File: src/rtl/core/bsbb_pkg.sv
`timescale 1ns / 1ps
// shared types, constants and trig step tables for the bend swept box block
// no dependencies
package bsbb_pkg;

	localparam int CNT_W = 6;
	localparam int DVD_W = 24;
	localparam int EXT_W = 34;
	localparam int MAX_INTERVALS_DEF = 31;
	localparam int TRIG_STEPS = 4;

	localparam logic [30:0] MIN_EXTENT_RST = 31'd327680;
	localparam logic [30:0] LONG_LIMIT_RST = 31'd6553600;
	localparam logic [4:0] SHORT_CNT_RST = 5'd10;
	localparam logic [4:0] LONG_CNT_RST = 5'd20;
	localparam logic [15:0] MIN_COS_RST = 16'd6554;

	localparam logic [22:0] HALF_TURN = 23'd4608000;
	localparam logic [21:0] QUARTER_TURN = 22'd2304000;
	localparam logic [21:0] EIGHTH_TURN = 22'd1152000;
	localparam logic [25:0] RAD_SCALE = 26'd47975245;
	localparam logic [30:0] Q30_ONE = 31'h4000_0000;

	typedef enum logic [2:0] {
		REG_MIN_EXTENT = 3'd0,
		REG_LONG_LIMIT = 3'd1,
		REG_SHORT_CNT = 3'd2,
		REG_LONG_CNT = 3'd3,
		REG_MIN_COS = 3'd4
	} reg_idx_t;

	typedef enum logic [1:0] {F_IDLE, F_DIV, F_PUSH} front_state_t;
	typedef enum logic [1:0] {B_IDLE, B_SWEPT, B_ANGLE, B_DRAIN} back_state_t;

	typedef struct packed {
		logic [15:0] bend_id;
		logic signed [31:0] pos_x;
		logic signed [31:0] pos_y;
		logic signed [31:0] pos_z;
		logic signed [15:0] norm_x;
		logic signed [15:0] norm_y;
		logic signed [15:0] norm_z;
		logic signed [15:0] dir_x;
		logic signed [15:0] dir_y;
		logic signed [15:0] dir_z;
		logic [30:0] flange_length;
		logic signed [15:0] bend_angle;
	} in_t;

	typedef struct packed {
		logic [15:0] bend_tag;
		logic box_kind;
		logic [4:0] interval_index;
		logic signed [31:0] min_x;
		logic signed [31:0] min_y;
		logic signed [31:0] min_z;
		logic signed [31:0] max_x;
		logic signed [31:0] max_y;
		logic signed [31:0] max_z;
		logic last_box;
	} out_t;

	typedef struct packed {
		logic [30:0] min_extent;
		logic [30:0] long_limit;
		logic [4:0] short_cnt;
		logic [4:0] long_cnt;
		logic [15:0] min_cos;
	} cfg_t;

	typedef struct packed {
		logic [15:0] tag;
		logic [2:0][31:0] pos;
		logic [2:0][15:0] dm;
		logic [2:0][15:0] nm;
		logic [30:0] len;
		logic [2:0][EXT_W-1:0] swept;
		logic [CNT_W-1:0] cnt;
		logic [DVD_W-1:0] quo;
		logic [CNT_W-1:0] rem;
	} desc_t;

	typedef struct packed {
		logic kind;
		logic [CNT_W-1:0] idx;
		logic last;
	} tok_t;

	// reciprocal of the sine series divisors 72, 42, 20, 6
	function automatic logic [31:0] sin_magic(input int j);
		case (j)
			0: sin_magic = 32'd3817748708;
			1: sin_magic = 32'd3272356036;
			2: sin_magic = 32'd3435973837;
			default: sin_magic = 32'd2863311531;
		endcase
	endfunction

	function automatic int sin_shift(input int j);
		case (j)
			0: sin_shift = 38;
			1: sin_shift = 37;
			2: sin_shift = 36;
			default: sin_shift = 34;
		endcase
	endfunction

	// reciprocal of the cosine series divisors 90, 56, 30, 12
	function automatic logic [31:0] cos_magic(input int j);
		case (j)
			0: cos_magic = 32'd3054198967;
			1: cos_magic = 32'd2454267027;
			2: cos_magic = 32'd2290649225;
			default: cos_magic = 32'd2863311531;
		endcase
	endfunction

	function automatic int cos_shift(input int j);
		case (j)
			0: cos_shift = 38;
			1: cos_shift = 37;
			2: cos_shift = 36;
			default: cos_shift = 35;
		endcase
	endfunction

endpackage

File: src/rtl/core/bsbb_fifo.sv
`timescale 1ns / 1ps
// two-entry queue of bend descriptors between front and back
// uses bsbb_pkg
module bsbb_fifo (
	input logic clk,
	input logic arst_n,
	input logic push,
	input bsbb_pkg::desc_t wdata,
	output logic full,
	output logic empty,
	input logic pop,
	output bsbb_pkg::desc_t rdata
);

	localparam int DEPTH = 2;
	localparam int AW = 1;

	bsbb_pkg::desc_t mem_q [0:DEPTH-1];
	logic [AW-1:0] wp_q, rp_q;
	logic [AW:0] cnt_q;

	assign full = (cnt_q == (AW + 1)'(DEPTH));
	assign empty = (cnt_q == '0);
	assign rdata = mem_q[rp_q];

	always_ff @(posedge clk or negedge arst_n) begin
		if (!arst_n) begin
			wp_q <= '0;
			rp_q <= '0;
			cnt_q <= '0;
		end else begin
			if (push) wp_q <= wp_q + AW'(1);
			if (pop) rp_q <= rp_q + AW'(1);
			cnt_q <= cnt_q + (AW + 1)'(push) - (AW + 1)'(pop);
		end
	end

	always_ff @(posedge clk) begin
		if (push) mem_q[wp_q] <= wdata;
	end

endmodule

File: config.mk
export PLATFORM = sky130hd
export DESIGN_NAME = bsbb_fifo
export DESIGN_NICKNAME = d
export VERILOG_FILES = /design/src/rtl/core/bsbb_pkg.sv /design/src/rtl/core/bsbb_fifo.sv
export SDC_FILE = /design/constraint.sdc
export NUM_CORES = 1
export LEC_CHECK = 0
export BUFFER_PORTS_ARGS = -buffer_cell sky130_fd_sc_hd__buf_2
export CELL_PAD_IN_SITES_DETAIL_PLACEMENT = 0
export CELL_PAD_IN_SITES_GLOBAL_PLACEMENT = 1
export CORE_AREA = 5 5 296 298
export CTS_CLUSTER_SIZE = 25
export DETAILED_ROUTE_END_ITERATION = 8
export DIE_AREA = 0 0 301 303
export GPL_TIMING_DRIVEN = 0
export HOLD_SLACK_MARGIN = 0.12
export MAX_ROUTING_LAYER = met4
export PLACE_DENSITY_LB_ADDON = 0.1
export RECOVER_POWER = 50
export SKIP_CTS_REPAIR_TIMING = 1
export SYNTH_ARGS = -nofsm -noshare
export SYNTH_HDL_FRONTEND = slang
export SYNTH_SLANG_ARGS = --single-unit
File: constraint.sdc
create_clock -name clk -period 17.5 [get_ports clk]
set_clock_uncertainty 0.1 [all_clocks]
set_input_delay 0.875 -clock clk [delete_from_list [all_inputs] [get_ports clk]]
set_output_delay 0.875 -clock clk [all_outputs]
set_load 0.1 [all_outputs]
# After elaboration in Yosys (flattened, before gate mapping)
# Memory sizes are Yosys's and may differ from the RTL's.
# Cells that the tools add are included.
# op_classes
add_sub_neg,4
multipliers,0
div_mod_pow,0
order_cmp,0
eq_ne,1
n_shift,0
n_mux,2
n_bitwise,0
n_reduce_logical,1
# ops
cell,count
"adder 1 bit, second input constant",2
adder 2 x 1 -> 2 bit,1
"== test 2 bit, second input constant",1
zero test 2 bit,1
2-to-1 mux 1 bit,2
subtractor 2 x 1 -> 2 bit,1
# totals
register_bits,4
latch_bits,0
ram_bits,754
romBits,0
output_inout_bits,379
mem_count,1
# mem_list
memory,depth,word_bits,read_ports,rd_clocked_by_memory_dff,wr,line_no,text
mem_q,2,377,1,0,1,bsbb_fifo.sv:18,bsbb_pkg::desc_t mem_q [0:DEPTH-1];

# Longest topological paths before layout
# logic_depth
word_depth,2
mapped_depth,5
ltp_nobuf,5

# Worst setup path before layout
# Ideal clock, no wire load.
# synth_path
path_type,input -> register
startpoint,input port push
endpoint,memory mem_q[0][0] (netlist name) (enable)
t_arrival_ps,17059
required_time_ps,16231
setup_slack_ps,-828
path_stages,1
n_path_buf,0
cell_sequence,nor2b_1
# synth_via
elab_chain_len,2
# synth_rtl
item,line_no,text
from (decl),bsbb_fifo.sv:7,"input logic push,"
2-to-1 mux 1 bit,bsbb_fifo.sv:39,if (push) mem_q[wp_q] <= wdata;
2-to-1 mux 1 bit (not written as such),bsbb_fifo.sv:39,
to (decl),bsbb_fifo.sv:18,
# No other way between the ends.

# Worst setup path after layout
# layout_path
startpoint,input port push
endpoint,memory mem_q[1][341] (netlist name) (enable)
# The elaborated chain is that of the path after synthesis.

==> metrics.txt <==
tightest slew margin relative to the limit -95.6%; all-layer global routing usage between 15 and 20%; top cell type by total area after synthesis sky130_fd_sc_hd__edfxtp_1; Yosys warnings 0; Mapped Area 28700 um^2; Skew-Pair Late Insertion Delay 0.61 ns; vias per cell 4.39; remaining global-route overflow 0; floorplan die area 91200 um^2; DIE WIDTH 301 um; Critical R2R Launch wp_q$_DFFE_PN0P_; WS Path Type in2reg; required arrival time at the worst endpoint 17.57 ns; number of iterations in the first detailed-routing pass 4; result of the run finished, violations left; share of post-route cells with drive strength above 1 between 50% and 60%; setup slack of the most critical reg-to-reg path about 12 ns; wire length of the first global-routing pass 105000 um; DR DRC count 0; aggregate routed wire length 76300 um; count of max-cap constraint violations 4; fraction of synthesized cell area taken by the top area cell type 78.9%; Final min period 5.19 ns; Clock Sink Count approximately 760; vertical extent of the die 303 um; cell count of the worst hold path 1; most frequent cells in the layout sky130_fd_sc_hd__edfxtp_1, sky130_fd_sc_hd__buf_2, sky130_fd_sc_hd__mux2_4, sky130_fd_sc_hd__clkbuf_1, sky130_fd_sc_hd__clkbuf_16; Mean Syn Cell Area 24.2 um^2; largest cells by area after synthesis sky130_fd_sc_hd__edfxtp_1, sky130_fd_sc_hd__mux2_4, sky130_fd_sc_hd__mux2_2; TritonCTS clock tree yes; synthesized netlist net count 1571; Synth Register Bits around 760; path class of the lowest-slack min-delay path in2reg; maximum number of pins on one net before global-route repair 56; startpoint type of the worst setup path primary input; post-synth cell types 14; unrepaired setup endpoints after global routing no; post-DP HPWL 57300 um; vias in the first global route between 15000 and 20000; Final setup viols 0; deepest level of the CTS H-tree 3; buffers added on ports 759; post-route ant nets 0; reg-to-reg critical path endpoint mem_q[1][341]$_DFFE_PP_; number of buffers inserted during clock tree synthesis 86; antenna violations before repair 35; # placed instances 3114; most common cell after layout, fill and taps aside sky130_fd_sc_hd__edfxtp_1; average wire per cell in the routed design 23.2 um; total number of nets in the final design 2442; cell count of the worst reg-to-reg path 2; violation count after the first detailed-routing iteration 732; Final Hold Vio Count 0; clock root buffer sky130_fd_sc_hd__clkbuf_16; maximum clock path buffer count 3; register area share after synthesis 79.2%; vias after detailed routing 14400; cell count after synthesis roughly 1200; transition time of the tightest slew-check pin 2.93 ns; upper clock frequency limit 193 MHz; non-filler cells in the finished layout 3287; placeable core area 84600 um^2; category of the worst setup path capture point register; Slew Limit Fails ~130; area added between synthesis and finish 28.4%; Critical Path AT 5.26 ns; violations in the final reports capacitance limit, slew limit; cell row count 107; final RePlAce weighted congestion 0.784; I/O pin total 760; hold-critical path endpoint mem_q[0][254]$_DFFE_PP_; Max Fanout on Critical Path 47; worst hold start wdata[254]; starting density of the core 33.9%; final critical-path share of the clock period 29.6%; filler cell count 7662; register clock-pin slew on the reported worst setup and hold paths 0.06 ns
[per-stage QoR]
step,setup TNS (ns),worst slack (ns),area [um^2],util [%],hold slack (ns)
6_report,0,12.31,36900,43.6,0.329
5_1_grt,0,11.82,36800,43.5,0.291
4_1_cts,0,14.06,37100,43.8,-0.0906
3_5_place_dp,0,14.35,34500,40.8,0.440
3_3_place_gp,-151.78,-0.459,33900,40.1,0.386
2_1_floorplan,0,6.27,28700,-,0.373
[worst max path at each step]
stage	startpoint	endpoint	slack, ns	cells after the start
detailed placement	push	mem_q[1][193]$_DFFE_PP_	14.35	5
floorplan	push	mem_q[0][0]$_DFFE_PP_	6.27	1
CTS	rp_q$_DFFE_PN0P_	rdata[232]	14.06	5
finish	push	mem_q[1][341]$_DFFE_PP_	12.31	3
global placement	push	mem_q[0][193]$_DFFE_PP_	-0.46	2
global route	wp_q$_DFFE_PN0P_	mem_q[1][93]$_DFFE_PP_	11.82	2
[synthesized netlist by cell type (all sizes together)]
library cell and n:
edfxtp 754, mux2 377, buf 42, dfrtp 4, ha 2, inv 2, nor2b 2, xor2 2
and2 1, nor2 1, xor3 1
[cell type report]
| type | count | area (um^2) | area share, % |
|---|---|---|---|
| antenna | 25 | 62.6 | 0.170 |
| buffer | 42 | 485 | 1.32 |
| clock buffer | 104 | 2240 | 6.08 |
| clock inverter | 43 | 377 | 1.02 |
| inverter | 2 | 7.51 | 0.0204 |
| multi-input combinational | 386 | 5460 | 14.8 |
| sequential | 758 | 22700 | 61.7 |
| tap | 1144 | 1430 | 3.88 |
| timing repair buffer | 783 | 4040 | 11.0 |
[sequential cells by signal, summed over array words and instances, names as in the netlist]
register,cells
cnt_q,2
mem_q,754
rp_q,1
wp_q,1
[routing by layer]
metal | vias up | routed length, um | part of all wire, % | GRT usage (%)
li1 | 6562 | - | - | -
met5 | - | 0 | 0 | -
met2 | 539 | 41900 | 55 | 29.6
met3 | 134 | 6850 | 9.0 | 6.19
met1 | 7200 | 25200 | 33 | 15.7
met4 | 0 | 2350 | 3.1 | 6.30
[worst max-delay path, cell delays in order]
cell                       delay [ns]
sky130_fd_sc_hd__buf_2           0.12
sky130_fd_sc_hd__and2_0          2.13
sky130_fd_sc_hd__clkbuf_1        2.09
[logic make-up (layout without fill, tap and decap cells)]
| group | after synthesis | count (layout) | synth area share [%] |
|---|---|---|---|
| multiplexers | 377 | 377 | 18.7 |
| adder cells (fa/ha/maj) | 2 | 2 | 0.0872 |
| XOR/XNOR | 3 | 3 | 0.144 |
| AND/OR/NAND/NOR | 4 | 4 | 0.0785 |
| buffers and inverters | 44 | 974 | 1.72 |
| flip-flops | 758 | 758 | 79.2 |
| other | 0 | 25 | 0 |
Power is not shown: default switching activity piles up to over one toggle a cycle in this logic, so the estimate is an artifact.
