===== config.mk =====
export PLATFORM = sky130hd
export DESIGN_NAME = bsbb_front
export DESIGN_NICKNAME = d
export VERILOG_FILES = /design/src/rtl/core/bsbb_pkg.sv /design/src/rtl/core/bsbb_front.sv
export SDC_FILE = /design/constraint.sdc
export NUM_CORES = 2
export LEC_CHECK = 0
export ABC_AREA = 1
export BUFFER_PORTS_ARGS = -buffer_cell sky130_fd_sc_hd__buf_2
export CAP_MARGIN = 20
export CORE_UTILIZATION = 60
export CTS_CLUSTER_SIZE = 14
export DETAILED_ROUTE_END_ITERATION = 10
export PLACE_DENSITY = 0.77
export SETUP_SLACK_MARGIN = 0.4
export SYNTH_ARGS = -nofsm -noshare
export SYNTH_HDL_FRONTEND = slang
export SYNTH_SLANG_ARGS = --single-unit

===== constraint.sdc =====
create_clock -name clk -period 14.2 [get_ports clk]
set_input_delay 1.42 -clock clk [delete_from_list [all_inputs] [get_ports clk]]
set_output_delay 1.42 -clock clk [all_outputs]
set_load 0.02 [all_outputs]

===== src/rtl/core/bsbb_pkg.sv =====
`timescale 1ns / 1ps
// shared types, constants and trig step tables for the bend swept box block
// no dependencies
package bsbb_pkg;

	localparam int CNT_W = 6;
	localparam int DVD_W = 24;
	localparam int EXT_W = 34;
	localparam int MAX_INTERVALS_DEF = 31;
	localparam int TRIG_STEPS = 4;

	localparam logic [30:0] MIN_EXTENT_RST = 31'd327680;
	localparam logic [30:0] LONG_LIMIT_RST = 31'd6553600;
	localparam logic [4:0] SHORT_CNT_RST = 5'd10;
	localparam logic [4:0] LONG_CNT_RST = 5'd20;
	localparam logic [15:0] MIN_COS_RST = 16'd6554;

	localparam logic [22:0] HALF_TURN = 23'd4608000;
	localparam logic [21:0] QUARTER_TURN = 22'd2304000;
	localparam logic [21:0] EIGHTH_TURN = 22'd1152000;
	localparam logic [25:0] RAD_SCALE = 26'd47975245;
	localparam logic [30:0] Q30_ONE = 31'h4000_0000;

	typedef enum logic [2:0] {
		REG_MIN_EXTENT = 3'd0,
		REG_LONG_LIMIT = 3'd1,
		REG_SHORT_CNT = 3'd2,
		REG_LONG_CNT = 3'd3,
		REG_MIN_COS = 3'd4
	} reg_idx_t;

	typedef enum logic [1:0] {F_IDLE, F_DIV, F_PUSH} front_state_t;
	typedef enum logic [1:0] {B_IDLE, B_SWEPT, B_ANGLE, B_DRAIN} back_state_t;

	typedef struct packed {
		logic [15:0] bend_id;
		logic signed [31:0] pos_x;
		logic signed [31:0] pos_y;
		logic signed [31:0] pos_z;
		logic signed [15:0] norm_x;
		logic signed [15:0] norm_y;
		logic signed [15:0] norm_z;
		logic signed [15:0] dir_x;
		logic signed [15:0] dir_y;
		logic signed [15:0] dir_z;
		logic [30:0] flange_length;
		logic signed [15:0] bend_angle;
	} in_t;

	typedef struct packed {
		logic [15:0] bend_tag;
		logic box_kind;
		logic [4:0] interval_index;
		logic signed [31:0] min_x;
		logic signed [31:0] min_y;
		logic signed [31:0] min_z;
		logic signed [31:0] max_x;
		logic signed [31:0] max_y;
		logic signed [31:0] max_z;
		logic last_box;
	} out_t;

	typedef struct packed {
		logic [30:0] min_extent;
		logic [30:0] long_limit;
		logic [4:0] short_cnt;
		logic [4:0] long_cnt;
		logic [15:0] min_cos;
	} cfg_t;

	typedef struct packed {
		logic [15:0] tag;
		logic [2:0][31:0] pos;
		logic [2:0][15:0] dm;
		logic [2:0][15:0] nm;
		logic [30:0] len;
		logic [2:0][EXT_W-1:0] swept;
		logic [CNT_W-1:0] cnt;
		logic [DVD_W-1:0] quo;
		logic [CNT_W-1:0] rem;
	} desc_t;

	typedef struct packed {
		logic kind;
		logic [CNT_W-1:0] idx;
		logic last;
	} tok_t;

	// reciprocal of the sine series divisors 72, 42, 20, 6
	function automatic logic [31:0] sin_magic(input int j);
		case (j)
			0: sin_magic = 32'd3817748708;
			1: sin_magic = 32'd3272356036;
			2: sin_magic = 32'd3435973837;
			default: sin_magic = 32'd2863311531;
		endcase
	endfunction

	function automatic int sin_shift(input int j);
		case (j)
			0: sin_shift = 38;
			1: sin_shift = 37;
			2: sin_shift = 36;
			default: sin_shift = 34;
		endcase
	endfunction

	// reciprocal of the cosine series divisors 90, 56, 30, 12
	function automatic logic [31:0] cos_magic(input int j);
		case (j)
			0: cos_magic = 32'd3054198967;
			1: cos_magic = 32'd2454267027;
			2: cos_magic = 32'd2290649225;
			default: cos_magic = 32'd2863311531;
		endcase
	endfunction

	function automatic int cos_shift(input int j);
		case (j)
			0: cos_shift = 38;
			1: cos_shift = 37;
			2: cos_shift = 36;
			default: cos_shift = 35;
		endcase
	endfunction

endpackage


===== src/rtl/core/bsbb_front.sv =====
`timescale 1ns / 1ps
// front end: takes a bend, picks the interval count, divides the angle span
// by it one bit a cycle and forms the swept box extents; uses bsbb_pkg
module bsbb_front #(
	parameter int MAX_INTERVALS = bsbb_pkg::MAX_INTERVALS_DEF
) (
	input logic clk,
	input logic arst_n,
	input logic start,
	output logic busy,
	input bsbb_pkg::in_t item,
	input bsbb_pkg::cfg_t cfg,
	output logic push,
	input logic full,
	output bsbb_pkg::desc_t desc
);

	localparam int CNT_W = bsbb_pkg::CNT_W;
	localparam int DVD_W = bsbb_pkg::DVD_W;
	localparam int EXT_W = bsbb_pkg::EXT_W;
	localparam int ITC_W = $clog2(DVD_W);
	localparam logic [CNT_W-1:0] CNT_MAX = CNT_W'(MAX_INTERVALS);

	bsbb_pkg::front_state_t st_q, st_nx;
	bsbb_pkg::desc_t desc_q;
	logic [DVD_W-1:0] dvd_q;
	logic [CNT_W-1:0] rem_q;
	logic [ITC_W-1:0] itc_q;
	logic [2:0][17:0] g_q;

	logic accept;
	logic [15:0] ang_mag;
	logic [2:0][15:0] d_mag, n_mag;
	logic [2:0][14:0] off;
	logic [2:0][17:0] g_in;
	logic [CNT_W-1:0] cnt_sel, cnt_use;
	logic [CNT_W:0] trial;
	logic ge;

	function automatic logic [15:0] mag16(input logic [15:0] v);
		mag16 = v[15] ? 16'(~v + 16'd1) : v;
	endfunction

	assign accept = start && (st_q == bsbb_pkg::F_IDLE);

	always_comb begin
		ang_mag = mag16(item.bend_angle);
		d_mag[0] = mag16(item.dir_x);
		d_mag[1] = mag16(item.dir_y);
		d_mag[2] = mag16(item.dir_z);
		n_mag[0] = mag16(item.norm_x);
		n_mag[1] = mag16(item.norm_y);
		n_mag[2] = mag16(item.norm_z);
		for (int k = 0; k < 3; k++) begin
			off[k] = (d_mag[k] > 16'd16384) ? 15'(d_mag[k] - 16'd16384)
				: 15'(16'd16384 - d_mag[k]);
			g_in[k] = 18'(d_mag[k]) + ((18'(n_mag[k]) + 18'(off[k])) << 1);
		end
		cnt_sel = (item.flange_length < cfg.long_limit) ? CNT_W'(cfg.short_cnt)
			: CNT_W'(cfg.long_cnt);
		priority if (cnt_sel == '0) begin
			cnt_use = CNT_W'(1);
		end else if (cnt_sel > CNT_MAX) begin
			cnt_use = CNT_MAX;
		end else begin
			cnt_use = cnt_sel;
		end
	end

	// restoring divider, one quotient bit a cycle
	assign trial = {rem_q, dvd_q[DVD_W-1]};
	assign ge = trial >= {1'b0, desc_q.cnt};

	always_comb begin
		st_nx = st_q;
		unique case (st_q)
			bsbb_pkg::F_IDLE: if (start) st_nx = bsbb_pkg::F_DIV;
			bsbb_pkg::F_DIV: if (itc_q == ITC_W'(DVD_W - 1)) st_nx = bsbb_pkg::F_PUSH;
			bsbb_pkg::F_PUSH: if (!full) st_nx = bsbb_pkg::F_IDLE;
			default: st_nx = bsbb_pkg::F_IDLE;
		endcase
	end

	always_comb begin
		busy = (st_q != bsbb_pkg::F_IDLE);
		push = (st_q == bsbb_pkg::F_PUSH) && !full;
		desc = desc_q;
		desc.quo = dvd_q;
		desc.rem = rem_q;
	end

	always_ff @(posedge clk or negedge arst_n) begin
		if (!arst_n) begin
			st_q <= bsbb_pkg::F_IDLE;
			itc_q <= '0;
		end else begin
			st_q <= st_nx;
			if (accept) itc_q <= '0;
			else if (st_q == bsbb_pkg::F_DIV) itc_q <= itc_q + ITC_W'(1);
		end
	end

	always_ff @(posedge clk) begin
		if (accept) begin
			desc_q.tag <= item.bend_id;
			desc_q.pos[0] <= item.pos_x;
			desc_q.pos[1] <= item.pos_y;
			desc_q.pos[2] <= item.pos_z;
			desc_q.dm <= d_mag;
			desc_q.nm <= n_mag;
			desc_q.len <= item.flange_length;
			desc_q.cnt <= cnt_use;
			desc_q.quo <= '0;
			desc_q.rem <= '0;
			g_q <= g_in;
			dvd_q <= {ang_mag, 8'd0};
			rem_q <= '0;
		end else if (st_q == bsbb_pkg::F_DIV) begin
			dvd_q <= {dvd_q[DVD_W-2:0], ge};
			rem_q <= ge ? CNT_W'(trial - {1'b0, desc_q.cnt}) : CNT_W'(trial);
			for (int k = 0; k < 3; k++) begin
				desc_q.swept[k] <= EXT_W'((49'(desc_q.len) * 49'(g_q[k])) >> 15);
			end
		end
	end

	a_accept_busy: assert property (@(posedge clk) disable iff (!arst_n)
		start && !busy |=> busy && st_q == bsbb_pkg::F_DIV)
		else $error("front did not start dividing");
	a_push_after_div: assert property (@(posedge clk) disable iff (!arst_n)
		push |-> $past(st_q) == bsbb_pkg::F_DIV || $past(st_q) == bsbb_pkg::F_PUSH)
		else $error("push without finished division");
	a_div_length: assert property (@(posedge clk) disable iff (!arst_n)
		st_q == bsbb_pkg::F_DIV && itc_q != ITC_W'(DVD_W - 1) |=> st_q == bsbb_pkg::F_DIV)
		else $error("division left early");

endmodule


# Word-level counts from Yosys, hierarchy flattened
# Cells that the tools add are included.
totals:
  wordCells: 99
  out_inout_bits: 379
  register_bits: 438
op_classes:
  order_cmp: 6
  n_eq_ne: 6
  addsub: 21
  muxes: 21
  n_mul: 3
  reduce_logical: 10
  bitwise_logic: 8
ops:
  columns: ["operator", "count"]
  rows:
  - ["31-bit by 18-bit multiplier with 49-bit output", 3]
  - ["16-bit by 1-bit adder with 16-bit output, second input constant", 7]
  - ["16-bit 2-to-1 mux", 7]
  - ["16-bit inverter", 7]
  - ["16-bit by 18-bit adder with 18-bit output", 3]
  - ["16-bit by 15-bit adder with 17-bit output", 3]
  - ["16-bit by 15-bit greater-than comparator with 1-bit output, second input constant", 3]
  - ["24-bit 2-to-1 mux", 2]
  - ["15-bit 2-to-1 mux", 3]
  - ["15-bit subtractor, first input constant", 3]
  - ["15-bit subtractor, second input constant", 3]
  - ["31-bit < comparator", 1]
  - ["5-bit 2-to-1 mux", 4]
  - ["7-bit by 6-bit greater-or-equal comparator with 1-bit output", 1]
  - ["6-bit zero test", 1]
  - ["2-bit 2-to-1 mux", 3]
  - ["6-bit 2-to-1 mux", 1]
  - ["2-bit inequality test, second input constant", 3]
  - ["2-bit case mux with 3 select lines", 1]
  - ["6-bit subtractor", 1]
  - ["5-bit by 1-bit adder with 5-bit output, second input constant", 1]
  - ["5-bit equality test, second input constant", 1]
  - ["5-bit greater-than comparator, second input constant", 1]
  - ["2-bit nonzero test", 2]
  - ["9 further kinds", 10]

# Logic depth before layout (Yosys ltp)
logic_depth:
  ltp_word: 7
  mapped_depth: 38
  mapped_depth_nobuf: 37

# Worst setup path after synthesis
# No wires, ideal clock.
synth_path:
  kind: "input -> register"
  start: "input port start"
  end: "register dvd_q[18] (data pin)"
  cell_stages: 5
  required_ps: 13998
  setup_slack_ps: 3164
  arrival_time_ps: 10834
  cell_sequence: "nand2_1 > inv_1 > buf_1 > o21ai_0 > o21ai_0"
synth_between:
  elab_chain_cells: 2
synth_rtl:
  columns: ["element", "line", "rtl"]
  rows:
  - ["start, declared", "bsbb_front.sv:9", "input logic start,"]
  - ["1-bit logical AND", "bsbb_front.sv:44", "assign accept = start && (st_q == bsbb_pkg::F_IDLE);"]
  - ["named net accept", "bsbb_front.sv:31", "logic accept;"]
  - ["24-bit 2-to-1 mux", "bsbb_front.sv:104", "if (accept) begin"]
  - ["end signal, assigned", "bsbb_front.sv:116", "dvd_q <= {ang_mag, 8'd0};"]
  - ["end signal, assigned", "bsbb_front.sv:119", "dvd_q <= {dvd_q[DVD_W-2:0], ge};"]
  - ["end, declared", "bsbb_front.sv:26", "logic [DVD_W-1:0] dvd_q;"]
# The timed path passes the listed nets, and every way through them passes these cells.
# A chain may end at the register's enable or synchronous reset.

# Worst setup path in the final report
layout_path:
  start: "register desc_q, in the netlist desc[163]"
  end: "register desc_q, in the netlist desc[62] (data pin)"
layout_between:
  elab_chain_cells: 1
layout_rtl:
  columns: ["element", "line", "rtl"]
  rows:
  - ["start, declared", "bsbb_front.sv:25", "bsbb_pkg::desc_t desc_q;"]
  - ["31-bit by 18-bit multiplier with 49-bit output", "bsbb_front.sv:122", "desc_q.swept[k] <= EXT_W'((49'(desc_q.len) * 49'(g_q[k])) >> 15);"]
# Every way passes these cells.

==> impl_metrics.py <==
metrics = {
    "outcome": {
        "outcome": "completed",
    },
    "synthesis": {
        "syn-num-nets": 11800,
        "synth-warning-count": 0,
        "synth_common_cells": "2634 x inv_1, 2499 x nand2_1, 1393 x fa_1, 496 x ha_1, 413 x edfxtp_1",
        "number_of_instances_in_the_synthesized_netlist": 9607,
        "synth_area_leaders": "fa_1 36%, edfxtp_1 16%, inv_1 13%",
        "synth.ff_latch_count": 434,
        "mapped_cell_area_sq_mm": 0.0777,
        "syn_area_per_cell_sq_um": 8.09,
        "synthDistinctLibCells": 61,
        "synth.yosys.seq_area_share": 0.165,
        "synth.most_common_cell": "inv_1",
        "post_synth_edffs": 413,
        "synth_top_area_cell": "fa_1",
        "ys_async_sr_fraction": 0.0161,
        "synthFlopType": "edfxtp_1",
        "synthDominantCellAreaShare": 0.359,
    },
    "sta": {
        "maxSlewViolCount": 0,
        "final.setup_skew_ns": 0.0565,
        "tns_ns": 0,
        "timing.final.setup_violations": 0,
        "timing_worst_slew_pin_value_ns": 1.04,
        "whs_ns": 0.492,
        "final_period_minus_worst_setup_slack_ns": 7.38,
        "setup_repair_after_global_routing_missed_its_margin": "false",
        "timing_hold_violations_final": 0,
        "share_of_the_clock_period_used_by_the_worst_path": 0.520,
        "timing.max_slew.rel_slack": 0.308,
        "achievable_frequency_mhz": 135,
    },
    "floorplan": {
        "die_area_sq_mm": 0.131,
        "design.portCount": 726,
        "dieWidth_um": 362,
        "initial_utilization": 0.607,
        "num_rows": 131,
        "fp.coreArea_sq_mm": 0.128,
        "fp.dieH_um": 362,
    },
    "drt": {
        "vias_per_cell": 5.37,
        "routed-wl-met3_um": 22800,
        "drt-met1-wl_um": 84000,
        "dr_total_vias": 63500,
        "highest-signal-layer": "met5",
        "detailedRoute.firstPassIterationCount": 6,
        "drt_wl_total_um": 216000,
        "detail_route.drc_violations": 0,
        "route.antenna.remaining_nets": 0,
        "routed_wire_length_per_instance_um": 18.3,
        "detail_route.iter0.violations": 5192,
        "detailroute.wirelength.met2_um": 101000,
    },
    "setup_path": {
        "critical_path.reg2reg.startpoint": "desc[163]",
        "critPathRequiredTime_ns": 14.59,
        "worst_flop_to_flop_path_endpoint": "desc[62]",
        "worstSetupPathType": "reg -> reg",
        "critPathLaunch": "desc[163]",
        "timing.critical_path.to_type": "flop",
        "maximum_fanout_encountered_on_the_critical_timing_path": 36,
        "r2r_slack_ns": 6.82,
        "worst-endpoint-arrival_ns": 7.78,
        "critPathLaunchType": "flop",
        "timing.reg2reg.worst_path_depth": 19,
    },
    "worst_hold_path": {
        "hold_path.startpoint": "dvd_q[2]",
        "whs_endpoint": "dvd_q[2]",
        "hp-class": "reg -> reg",
        "worst_hold_path.num_cells": 2,
    },
    "layout": {
        "fin_area_sq_mm": 0.0844,
        "layout-drive-gt1-share": 0.0952,
        "area_growth_syn_to_layout_pct": 8.51,
        "final_nets": 12300,
    },
    "clock_network": {
        "cts_buffer_depth": 3,
        "cts_post_setup_buffers_inserted": 0,
        "clkTransAtPathRegs_ns": 0.06,
        "clock-sinks": 434,
        "tritoncts": "yes",
        "cts-hold-fix-buffers": 0,
        "clock-root-buffer": "clkbuf_16",
        "tritoncts.num_buffers": 51,
        "post_cts_resize_count": 0,
        "clock_latency_ns": 0.68,
        "htree_levels": 2,
    },
    "global_route": {
        "vias_in_the_first_global_route": 67600,
        "maximum_number_of_pins_on_one_net_before_global_route_repair": 124,
        "number_of_antenna_violations_at_the_first_check_in_global_routing": 13,
        "wire_length_of_the_first_global_routing_pass_um": 351000,
        "grt_overflow_total": 0,
        "grtUsageTotal": 0.339,
    },
    "place": {
        "post-dp-hpwl_um": 169000,
        "gp_congestion": 0.963,
        "io_buffer_count": 677,
        "placed_cell_area_sq_mm": 0.0826,
    },
    "flow_run": {
        "drv_cap": 0,
    },
}
-- worst max-delay path, stage by stage (launching register included) --
cell and delay (ns):
edfxtp_1 1.03, buf_4 0.59, nand2_1 0.16, fa_1 0.54, fa_1 0.51, fa_1 0.51
inv_1 0.05, fa_1 0.50, fa_1 0.51, inv_1 0.06, fa_1 0.54, inv_1 0.06
ha_1 0.38, a21oi_1 0.34, o21ai_0 0.24, a21oi_1 0.29, o21bai_1 0.09, a21boi_0 0.28
nand3_1 0.18, xor2_1 0.19
-- sequential cells by signal, indices dropped and copies added (netlist names) --
signal	count
desc	346
dvd_q	24
g_q	51
itc_q	5
rem_q	6
st_q	2
-- metal layers --
layer	up-vias	global-route usage
li1	29000	-
met4	2	0.119
met1	31000	0.444
met5	-	0
met2	3035	0.558
met3	505	0.0746
-- cell families (layout without fill, tap and decap cells) --
group	count (synthesis)	after routing	share of synthesized area
flip-flops	434	434	0.165
other	1	11	0.0000482
adder cells (fa/ha/maj)	1889	1889	0.439
AND/OR/NAND/NOR	3328	3328	0.172
buffers and inverters	3045	3536	0.148
AO/OA/AOI/OAI	656	656	0.0471
XOR/XNOR	254	254	0.0287
-- layout make-up --
cell class | count | area [sq um]
diodes | 10 | 25.0
clock buffers | 61 | 1390
clock inverters | 34 | 355
fillers | 10600 | 43700
inverters | 2668 | 10000
multi-input cells | 6128 | 53400
flip-flops and latches | 434 | 12900
well taps | 1729 | 2160
repair buffers | 773 | 4170
-- how the worst max path moves through the flow --
| stage | endpoint | slack, ns |
|---|---|---|
| final | desc[62] | 6.82 |
| after CTS | desc[62] | 6.91 |
| after floorplan | dvd_q[18] | 3.16 |
| after global placement | desc[62] | 7.07 |
| after global routing | desc[62] | 6.64 |
| after detailed placement | desc[62] | 7.04 |
-- placed cells by master (no fill, tap or decap), drive strengths merged, types with 20 or more instances in the layout --
cell    instances
inv          2667
nand2        2528
fa           1393
buf           773
ha            496
edfxtp        413
nor2          412
a21oi         295
nand3         244
o21ai         199
xor2          173
xnor2          81
clkbuf         61
nor3           52
nand4          35
a31oi          32
o21bai         32
a21o           27
clkinv         24
o21a           20
nand3b         20
-- stage by stage --
stage / setup slack, ns / utilization / std cells
after floorplan: 3.16 / - / 9607
after global placement: 7.07 / 0.645 / 11700
after detailed placement: 7.04 / 0.645 / 11700
after CTS: 6.91 / 0.659 / 11800
after global routing: 6.64 / 0.659 / 11800
final: 6.82 / 0.659 / 11800
Power is left out: the tool's default activity adds up to more than one toggle a clock period on the data nets, which glitch-free logic cannot reach.
